`src/hw/rtl/first_fit_slot_allocator_unit_macros.svh`:
```
// Assertion macros shared by the allocator RTL
`ifndef FIRST_FIT_SLOT_ALLOCATOR_UNIT_MACROS_SVH
`define FIRST_FIT_SLOT_ALLOCATOR_UNIT_MACROS_SVH

`ifndef ASSERT_OFF
// Same-cycle implication, checked outside reset
`define FFSA_ASSERT_IMP(lbl, clk, rst_n, ante, cons) \
    lbl: assert property (@(posedge clk) disable iff (!rst_n) (ante) |-> (cons)) \
        else $error("ffsa assertion failed");
// Next-cycle implication, checked outside reset
`define FFSA_ASSERT_NXT(lbl, clk, rst_n, ante, cons) \
    lbl: assert property (@(posedge clk) disable iff (!rst_n) (ante) |=> (cons)) \
        else $error("ffsa assertion failed");
`else
`define FFSA_ASSERT_IMP(lbl, clk, rst_n, ante, cons)
`define FFSA_ASSERT_NXT(lbl, clk, rst_n, ante, cons)
`endif

`endif

```
`src/hw/rtl/ffsa_pkg.sv`:
```
package ffsa_pkg;

    localparam int IDX_W  = 20;
    localparam int SPT_W  = 7;
    localparam int TC_W   = 7;
    localparam int ROFF_W = 21;
    localparam int TILE_W = 6;
    localparam int OFF_W  = 22;
    localparam int CIDX_W = 2;

    localparam logic [IDX_W-1:0] NEVER_MARK = '1;

    // Configuration register indexes
    localparam logic [CIDX_W-1:0] CFG_SLOTS_PER_TILE  = 2'd0;
    localparam logic [CIDX_W-1:0] CFG_TILE_COUNT      = 2'd1;
    localparam logic [CIDX_W-1:0] CFG_RESERVED_OFFSET = 2'd2;

    // Request travelling down the slot chain
    typedef struct packed {
        logic              valid;
        logic              hit;
        logic [IDX_W-1:0]  write_index;
        logic              port;
        logic [IDX_W-1:0]  free_after_port0;
        logic [IDX_W-1:0]  free_after_port1;
        logic [SPT_W-1:0]  pos;       // slot position inside the tile of this cell
        logic [TC_W-1:0]   tile;      // tile of this cell, saturating
        logic [OFF_W-1:0]  run_off;   // pos times entry size
        logic [TILE_W-1:0] hit_tile;
        logic [OFF_W-1:0]  hit_off;
    } ffsa_pkt_t;

endpackage

```
`src/hw/rtl/ffsa_cell.sv`:
```
module ffsa_cell
    import ffsa_pkg::*;
#(
    parameter int PORT_COUNT  = 2,
    parameter int ENTRY_BYTES = 32
)
(
    input  logic             clk,
    input  logic             rst_n,
    input  logic [SPT_W-1:0] slots_per_tile,
    input  logic [TC_W-1:0]  tile_count,
    input  ffsa_pkt_t        pkt_in,
    output ffsa_pkt_t        pkt_out
);

    logic [IDX_W-1:0] s0_reg, s0_next;
    logic [IDX_W-1:0] s1_reg, s1_next;
    ffsa_pkt_t        pkt_reg, pkt_next;

    logic [IDX_W-1:0] stored;
    logic             port_ok;
    logic             in_range;
    logic             take;
    logic [SPT_W:0]   pos_inc;

    // Qualify this slot for the passing transaction
    always_comb
    begin
        stored   = pkt_in.port ? s1_reg : s0_reg;
        port_ok  = (PORT_COUNT == 2) || (pkt_in.port == 1'b0);
        in_range = (slots_per_tile != '0) && (pkt_in.tile < tile_count);
        take     = pkt_in.valid && !pkt_in.hit && port_ok && in_range
                   && (stored != NEVER_MARK) && !(pkt_in.write_index < stored);
    end

    // Claim the slot and advance the position counters for the next cell
    always_comb
    begin
        s0_next  = s0_reg;
        s1_next  = s1_reg;
        pkt_next = pkt_in;
        pos_inc  = {1'b0, pkt_in.pos} + 1'b1;
        if (take)
        begin
            s0_next          = pkt_in.free_after_port0;
            s1_next          = pkt_in.free_after_port1;
            pkt_next.hit     = 1'b1;
            pkt_next.hit_tile = pkt_in.tile[TILE_W-1:0];
            pkt_next.hit_off = pkt_in.run_off;
        end
        if (pos_inc == {1'b0, slots_per_tile})
        begin
            pkt_next.pos     = '0;
            pkt_next.run_off = '0;
            if (pkt_in.tile != '1)
            begin
                pkt_next.tile = pkt_in.tile + 1'b1;
            end
        end
        else
        begin
            pkt_next.pos     = pos_inc[SPT_W-1:0];
            pkt_next.run_off = pkt_in.run_off + OFF_W'(ENTRY_BYTES);
        end
    end

    // Hold slot state; every slot starts free
    always_ff @(posedge clk or negedge rst_n)
    begin
        if (!rst_n)
        begin
            s0_reg <= '0;
            s1_reg <= '0;
        end
        else
        begin
            s0_reg <= s0_next;
            s1_reg <= s1_next;
        end
    end

    // Hand the transaction to the neighbour
    always_ff @(posedge clk or negedge rst_n)
    begin
        if (!rst_n)
        begin
            pkt_reg <= '0;
        end
        else
        begin
            pkt_reg <= pkt_next;
        end
    end

    assign pkt_out = pkt_reg;

endmodule

```
`config.mk`:
```
export PLATFORM = sky130hd
export DESIGN_NAME = ffsa_cell
export DESIGN_NICKNAME = d
export VERILOG_FILES = /design/src/hw/rtl/first_fit_slot_allocator_unit_macros.svh /design/src/hw/rtl/ffsa_pkg.sv /design/src/hw/rtl/ffsa_cell.sv
export SDC_FILE = /design/constraint.sdc
export NUM_CORES = 1
export LEC_CHECK = 0
export BUFFER_PORTS_ARGS = -buffer_cell sky130_fd_sc_hd__buf_2
export CORE_MARGIN = 4
export CORE_UTILIZATION = 44
export DETAILED_ROUTE_END_ITERATION = 7
export GPL_ROUTABILITY_DRIVEN = 0
export GPL_TIMING_DRIVEN = 1
export PLACE_DENSITY = 0.88
export SKIP_LAST_GASP = 1
export SYNTH_ARGS = -nofsm -noshare
export SYNTH_HDL_FRONTEND = slang
export SYNTH_SLANG_ARGS = --single-unit
```
`constraint.sdc`:
```
create_clock -name clk -period 2.27 [get_ports clk]
set_input_delay 0.454 -clock clk [delete_from_list [all_inputs] [get_ports clk]]
set_output_delay 0.454 -clock clk [all_outputs]
set_load 0.02 [all_outputs]
```
==> results of run 1 <==
critical path, delay by kind of cell, from the launching register on:
family | cells | cell delay, ns
AO/OA/AOI/OAI | 5 | 0.81
adder cells (fa/ha/maj) | 1 | 0.26
buffers and inverters | 2 | 0.31
flip-flops | 1 | 0.38
multiplexers | 1 | 0.30
AND/OR/NAND/NOR | 2 | 0.39
power by group:
part           total [uW]  internal, uW  switching [uW]
Sequential           3800          3500             307
Combinational        2730          1450            1280
Clock                3190          1940            1250
Total                9720          6890            2830
metrics by stage:
stage,instance area [um2],instances
after detailed placement,8790,988
final,9740,1032
after CTS,9470,1021
after floorplan,6810,482
after global placement,8790,988
after global routing,9740,1032
final cells by class:
| class | instances | share of cell area [%] |
|---|---|---|
| flip-flops and latches | 167 | 42.9 |
| multi-input cells | 294 | 26.7 |
| repair buffers | 342 | 20.9 |
| clock buffers | 19 | 4.65 |
| well taps | 188 | 2.41 |
| clock inverters | 13 | 2.12 |
| inverters | 8 | 0.308 |
| diodes | 1 | 0.0257 |
how the worst max path moves through the flow:
stage	from	endpoint	cells after the start
after CTS	s0_reg[6]	s1_reg[10]	8
after floorplan	pkt_in[104]	pkt_out[18]	14
after global placement	pkt_in[104]	pkt_out[3]	11
after global routing	s0_reg[4]	s0_reg[0]	11
after detailed placement	pkt_in[104]	pkt_out[3]	10
final	s0_reg[4]	s1_reg[0]	11
repair_timing:
item,in CTS,in global routing
setup buffers,0,4
gates cloned,0,6
gates resized for setup,1,35
endpoints found under the hold margin,47,0
hold buffers,1,0
pin swaps,0,3
endpoints found under the setup margin,68,69
routing by layer:
layer  wire (um)  vias to the layer above
li1            -                     2409
met2       10600                      254
met3        1190                       63
met1        7790                     2668
met5           0                        -
met4         814                        0
layout by cell type, fill, tap and decap left out, types with 2 or more instances in the layout:
master	synthesis	layout
or3_1	2	2
and4_1	2	2
a211o_4	0	2
nand2b_1	2	2
mux2_2	60	40
nand2_1	19	19
clkinv_4	0	2
nor2b_1	11	10
inv_6	0	4
buf_4	7	60
ha_1	28	28
o21ai_0	8	6
clkbuf_8	0	2
o2111ai_1	3	3
mux2_4	9	29
clkbuf_16	0	20
buf_2	0	268
xor2_1	14	14
mux2i_1	16	12
nand4_1	10	10
nand3_1	19	19
xor3_1	2	2
a21oi_2	0	3
nor2_1	30	29
dfrtp_1	167	167
mux2i_2	0	4
inv_1	8	8
xnor2_1	11	11
or2_2	3	3
a21oi_1	16	13
a41o_1	2	2
buf_6	2	5
a221o_1	2	2
bufinv_16	0	4
nor3_1	2	2
inv_8	0	3
and3_1	5	5
buf_12	1	5
logic make-up (layout without fill, tap and decap cells):
logic type      after synthesis  in the layout  synth area share (%)
mux                          85             85                  14.3
fa+ha+maj                    28             28                  5.17
flops                       167            167                  61.6
xor+xnor                     28             28                  4.26
simple gates                112            112                  8.30
compound gates               40             41                  4.11
buf+inv                      22            382                  2.23
other cells                   0              1                     0
==> reports/metrics.yaml, run 1 <==
outcome:
  status: "finished with violations"
  violations: "negative setup slack"
setup_path:
  arrival_ns: 2.90
  worst_path_most_repeated_cell: "a21oi_2"
  cp-start-kind: "flip-flop"
  r2r_setup_slack_ns: -0.33
  worst-endpoint-required_ns: 2.57
  reg2reg_to: "s1_reg[0]"
  cpMaxStageDelayCell: "a211o_4"
  worstRegToRegCells: 11
  endpoint_kind: "flip-flop"
  critPathMaxStageDelay_ns: 0.42
  timing.rr.start: "s0_reg[4]"
  critPathKind: "reg2reg"
  path_max_fanout: 8
  crit_chain: "nor2b_4, a21oi_2, ha_1, and4_1, buf_4, o211ai_1, a21oi_2, o21ai_2, a211o_4, clkbuf_16, mux2_4"
job:
  maxCapViolCount: 0
timing:
  finalSetupTns_ns: -19.67
  worst_slew_pin_slew_ns: 0.475
  relSlewSlack_pct: 68.3
  fin_hold_ws_ns: 0.148
  layout_setup_ws_ns: -0.332
  fin_crit_ns: 2.60
  hold_viol_final: 0
  drv_slew: 0
  setup_viol: 69
  max_freq_mhz: 384
  rsz0062_at_grt: "yes"
  fin_crit_sh_pct: 115
  worst_clock_skew_ns: 0.00846
clock_network:
  clk_latency_ns: 0.42
  clock_sinks: 167
  cts-root-buf: "clkbuf_16"
  tritoncts.num_buffers: 17
  cts_buffer_depth: 2
  cts_tree: "built"
  path_clk_slew_ns: 0.07
  h-tree-depth: 4
floorplanning:
  ioPinCount: 270
  die_y_um: 132
  rows: 45
  start_util_pct: 44.8
  dieArea_um2: 17500
  die_w_um: 132
  coreArea_um2: 15100
layout:
  utilization_pct: 64.3
  multiInputGateArea_um2: 2610
  largest_register_ff_count: 127
  fill_cells: 1087
  drive_above_1_share_pct: 54.4
  seqCellArea_um2: 4180
  final_nets: 1001
  syn_to_final_growth_pct: 43.7
logic_synthesis:
  ys.flop_type: "dfrtp_1"
  ys_ff_latch: 167
  synth_area_leaders: "dfrtp_1, mux2_2, ha_1, mux2i_1, mux2_4"
  yosys_warnings: 0
  synth_top_area_share_pct: 61.6
  synth_common_cells: "dfrtp_1, mux2_2, nor2_1"
  syn_inst: 482
  ys_async_sr_fraction_pct: 100
  syn_nets: 653
  yosysSeqAreaShare_pct: 61.6
  synthMostInstantiatedCell: "dfrtp_1"
  ys_types: 47
  synth_top_area_cell: "dfrtp_1"
  synth-edff-count: 0
  syn_area_um2: 6780
  syn_avg_cell_area_um2: 14.1
global_route:
  grtUsageMet1_pct: 24.8
  grt_overflow: 0
  grt_first_pass_wirelength_um: 30000
  antenna_found_initial: 1
  grt_max_degree: 56
  grt_pass1_vias: 5739
  grtUsageTotal_pct: 22.1
  grt_util_met2_pct: 39.1
  grt.busiest_layer: "met2"
  grt_use_met3_pct: 5.76
hold_path:
  hold_path_end: "pkt_out[88]"
  hp-class: "in2reg"
  holdPathStages: 1
  hold_path_startpoint: "pkt_in[88]"
detailed_routing:
  postRouteAntennaNets: 0
  drc: 0
  wl_per_cell_um: 19.8
  vias: 5394
  drt_first_iter_violations: 352
  firstDrtPassIters: 5
  viasPerCell: 5.23
  routed_wl_um: 20400
placed_design:
  buffer_ports.inserted: 269
  dp_hpwl_um: 14700
  preCtsSetupSlack_ns: -0.656
power:
  leakage_uw: 0.00496
  powerDensity_nw_per_um2: 998
  fin_total_pwr_uw: 9720
  peakVddDrop_uv: 643
(Power assumes the default switching activity.)
==> run 2, diff against run 1 <==
--- a/config.mk
+++ b/config.mk
@@ -7,11 +7,11 @@
 export LEC_CHECK = 0
 export BUFFER_PORTS_ARGS = -buffer_cell sky130_fd_sc_hd__buf_2
 export CORE_MARGIN = 4
-export CORE_UTILIZATION = 44
+export CORE_UTILIZATION = 49
 export DETAILED_ROUTE_END_ITERATION = 7
 export GPL_ROUTABILITY_DRIVEN = 0
 export GPL_TIMING_DRIVEN = 1
-export PLACE_DENSITY = 0.88
+export PLACE_DENSITY = 0.93
 export SKIP_LAST_GASP = 1
 export SYNTH_ARGS = -nofsm -noshare
 export SYNTH_HDL_FRONTEND = slang
==> constraint.sdc (replaced) <==
create_clock -name clk -period 2.5 [get_ports clk]
set_input_delay 0.5 -clock clk [delete_from_list [all_inputs] [get_ports clk]]
set_output_delay 0.5 -clock clk [all_outputs]
set_load 0.02 [all_outputs]
==> reports/metrics.yaml, run 2 (synthesis results as in run 1) <==
outcome:
  status: "finished with violations"  # unchanged
  violations: "negative setup slack"  # unchanged
clock_network:
  cts_tree: "built"  # unchanged
  cts-root-buf: "clkbuf_16"  # unchanged
  clock_sinks: 167  # unchanged
  cts_buffer_depth: 2  # unchanged
  tritoncts.num_buffers: 17  # unchanged
  h-tree-depth: 4  # unchanged
  clk_latency_ns: 0.43  # was 0.42 ns
  path_clk_slew_ns: 0.07  # about the same
layout:
  utilization_pct: 69.8  # was 64.3%
  drive_above_1_share_pct: 52.2  # was 54.4%
  final_nets: 966  # was 1,001
  fin_area_um2: 9350  # was 9740 um2
  seqCellArea_um2: 4180  # unchanged
  syn_to_final_growth_pct: 37.8  # was 43.7%
  final_cell_mix: "buf_2, dfrtp_1, mux2_2"  # was buf_2, dfrtp_1, buf_4
  largest_register_ff_count: 127  # unchanged
  layout_commonest_cell: "buf_2"  # unchanged
  multiInputGateArea_um2: 2510  # was 2610 um2
  fill_cells: 950  # was 1,087
setup_path:
  timing.rr.start: "s0_reg[4]"  # unchanged
  critPathKind: "reg2reg"  # unchanged
  worst-endpoint-required_ns: 2.80  # was 2.57 ns
  cpMaxStageDelayCell: "a211o_4"  # unchanged
  endpoint_kind: "flip-flop"  # unchanged
  critPathMaxStageDelay_ns: 0.44  # was 0.42 ns
  path_max_fanout: 8  # unchanged
  crit_chain: "nor2b_4, a21oi_2, ha_1, and4_4, buf_6, o211ai_1, a21oi_1, o21ai_2, a211o_4, clkbuf_16, mux2_4"  # was nor2b_4, a21oi_2, ha_1, and4_1, buf_4, o211ai_1, a21oi_2, o21ai_2, a211o_4, clkbuf_16, mux2_4
  arrival_ns: 2.88  # was 2.90 ns
  worstRegToRegCells: 11  # unchanged
  cp-start-kind: "flip-flop"  # unchanged
  crit_start: "s0_reg[4]"  # unchanged
detailed_routing:
  viasPerCell: 5.30  # was 5.23
  routed_wl_um: 19400  # was 20,400 um
  route.met3.wl_um: 1190  # about the same
  vias: 5222  # was 5,394
  routed.top_layer: "met4"  # unchanged
  firstDrtPassIters: 5  # unchanged
  drc: 0  # unchanged
  drt-met1-wl_um: 7360  # was 7790 um
  drt_first_iter_violations: 326  # was 352
  postRouteAntennaNets: 0  # unchanged
  met2_length_um: 10300  # was 10,600 um
  wl_per_cell_um: 19.7  # was 19.8 um
hold_path:
  hp-class: "in2async"  # was in2reg
power:
  pwr-share-seq_pct: 43.0  # was 39.1%
  p_sw_uw: 2470  # was 2830 uW
  fin_total_pwr_uw: 8170  # was 9720 uW
  powerDensity_nw_per_um2: 874  # was 998 nW/um2
  p_comb_share_pct: 24.8  # was 28.1%
  peakVddDrop_uv: 498  # was 643 uV
  internal_power_uw: 5700  # was 6890 uW
  swShare_pct: 30.2  # was 29.1%
  leakage_uw: 0.00467  # was 0.00496 uW
  clock_power_share_pct: 32.2  # was 32.8%
timing:
  worst_slew_pin_slew_ns: 0.492  # was 0.475 ns
  hold_viol_final: 0  # unchanged
  fin_crit_ns: 2.58  # was 2.60 ns
  max_freq_mhz: 388  # was 384 MHz
  finalSetupTns_ns: -3.23  # was -19.67 ns
  setup_viol: 68  # was 69
  rsz0062_at_grt: "yes"  # unchanged
  relSlewSlack_pct: 67.2  # was 68.3%
  worst_clock_skew_ns: 0.0112  # was 0.00846 ns
  drv_slew: 0  # unchanged
  layout_setup_ws_ns: -0.0756  # was -0.332 ns
  fin_crit_sh_pct: 103  # was 115%
floorplanning:
  rows: 42  # was 45
  die_w_um: 126  # was 132 um
  coreArea_um2: 13400  # was 15,100 um2
  start_util_pct: 50.6  # was 44.8%
  die_y_um: 126  # was 132 um
  ioPinCount: 270  # unchanged
  dieArea_um2: 15800  # was 17,500 um2
global_route:
  grt_overflow: 0  # unchanged
  grt_pass1_vias: 5457  # was 5,739
  grtUsageTotal_pct: 24.3  # was 22.1%
  grt_first_pass_wirelength_um: 29500  # was 30,000 um
  antenna_found_initial: 0  # was 1
  grt_max_degree: 66  # was 56
placed_design:
  dp_hpwl_um: 14400  # was 14,700 um
  buffer_ports.inserted: 269  # unchanged
  placed_area_um2: 8580  # was 8790 um2
job:
  maxCapViolCount: 0  # unchanged
[run 2: cell types whose count changed in the layout (fill, tap and decap cells not counted), sizes merged]
cell and change:
buf -34, bufinv -2, clkinvlp +2, dlygate4sd3 -1
[run 2: worst max-delay path, delay by kind of cell, from the launching register on]
kind | cells | cell delay [ns]
AND/OR/NAND/NOR | 2 | 0.38
buffers and inverters | 2 | 0.30
AO/OA/AOI/OAI | 5 | 0.83
flip-flops | 1 | 0.37
adder cells (fa/ha/maj) | 1 | 0.28
multiplexers | 1 | 0.30
[run 2: repair_timing]
action,CTS,global route
pin swaps,1,6
cloned,0,6
hold buffers,0,0
setup endpoints to repair,68,68
gates resized for setup,2,13
setup buffers,0,1
[run 2: worst paths after layout]
path	endpoint	slack, ns
max	pkt_out[22]	-0.08
min	pkt_out[118]	0.02
max reg2reg	pkt_out[22]	-0.08
min reg2reg	s0_reg[2]	0.50
max in group asynchronous	pkt_out[8]	1.76
min in group clk	pkt_out[85]	0.19
[run 2: area by class of cell]
class,instances,share of cell area (%)
clock buffer,19,4.63
timing repair buffer,307,19.3
inverter,8,0.321
sequential,167,44.7
antenna,1,0.0268
clock inverter,13,1.73
tap,176,2.36
multi-input combinational,294,26.9
[run 2: routing by layer]
layer  global-route usage (%)  vias up
met5                        0        -
met4                     9.50        0
met3                     5.63       49
met2                     41.9      234
met1                     29.7     2606
li1                         -     2333
[run 2: power groups by stage]
stage | sequential [uW] | combinational, uW | clock, uW
after CTS | 3480 | 1880 | 2680
after detailed placement | 3520 | 1840 | 0
final | 3510 | 2020 | 2630
after global placement | 3490 | 1750 | 0
after floorplan | 3600 | 967 | 0
after global routing | 3550 | 2180 | 2820
[run 2: per-stage QoR]
step	hold WS, ns	setup slack [ns]	cells
2_1_floorplan	0.204	-0.297	482
3_3_place_gp	0.463	-0.419	945
3_5_place_dp	0.479	-0.524	945
4_1_cts	0.0185	-0.0322	977
5_1_grt	0.0393	-0.159	984
6_report	0.0181	-0.0756	985
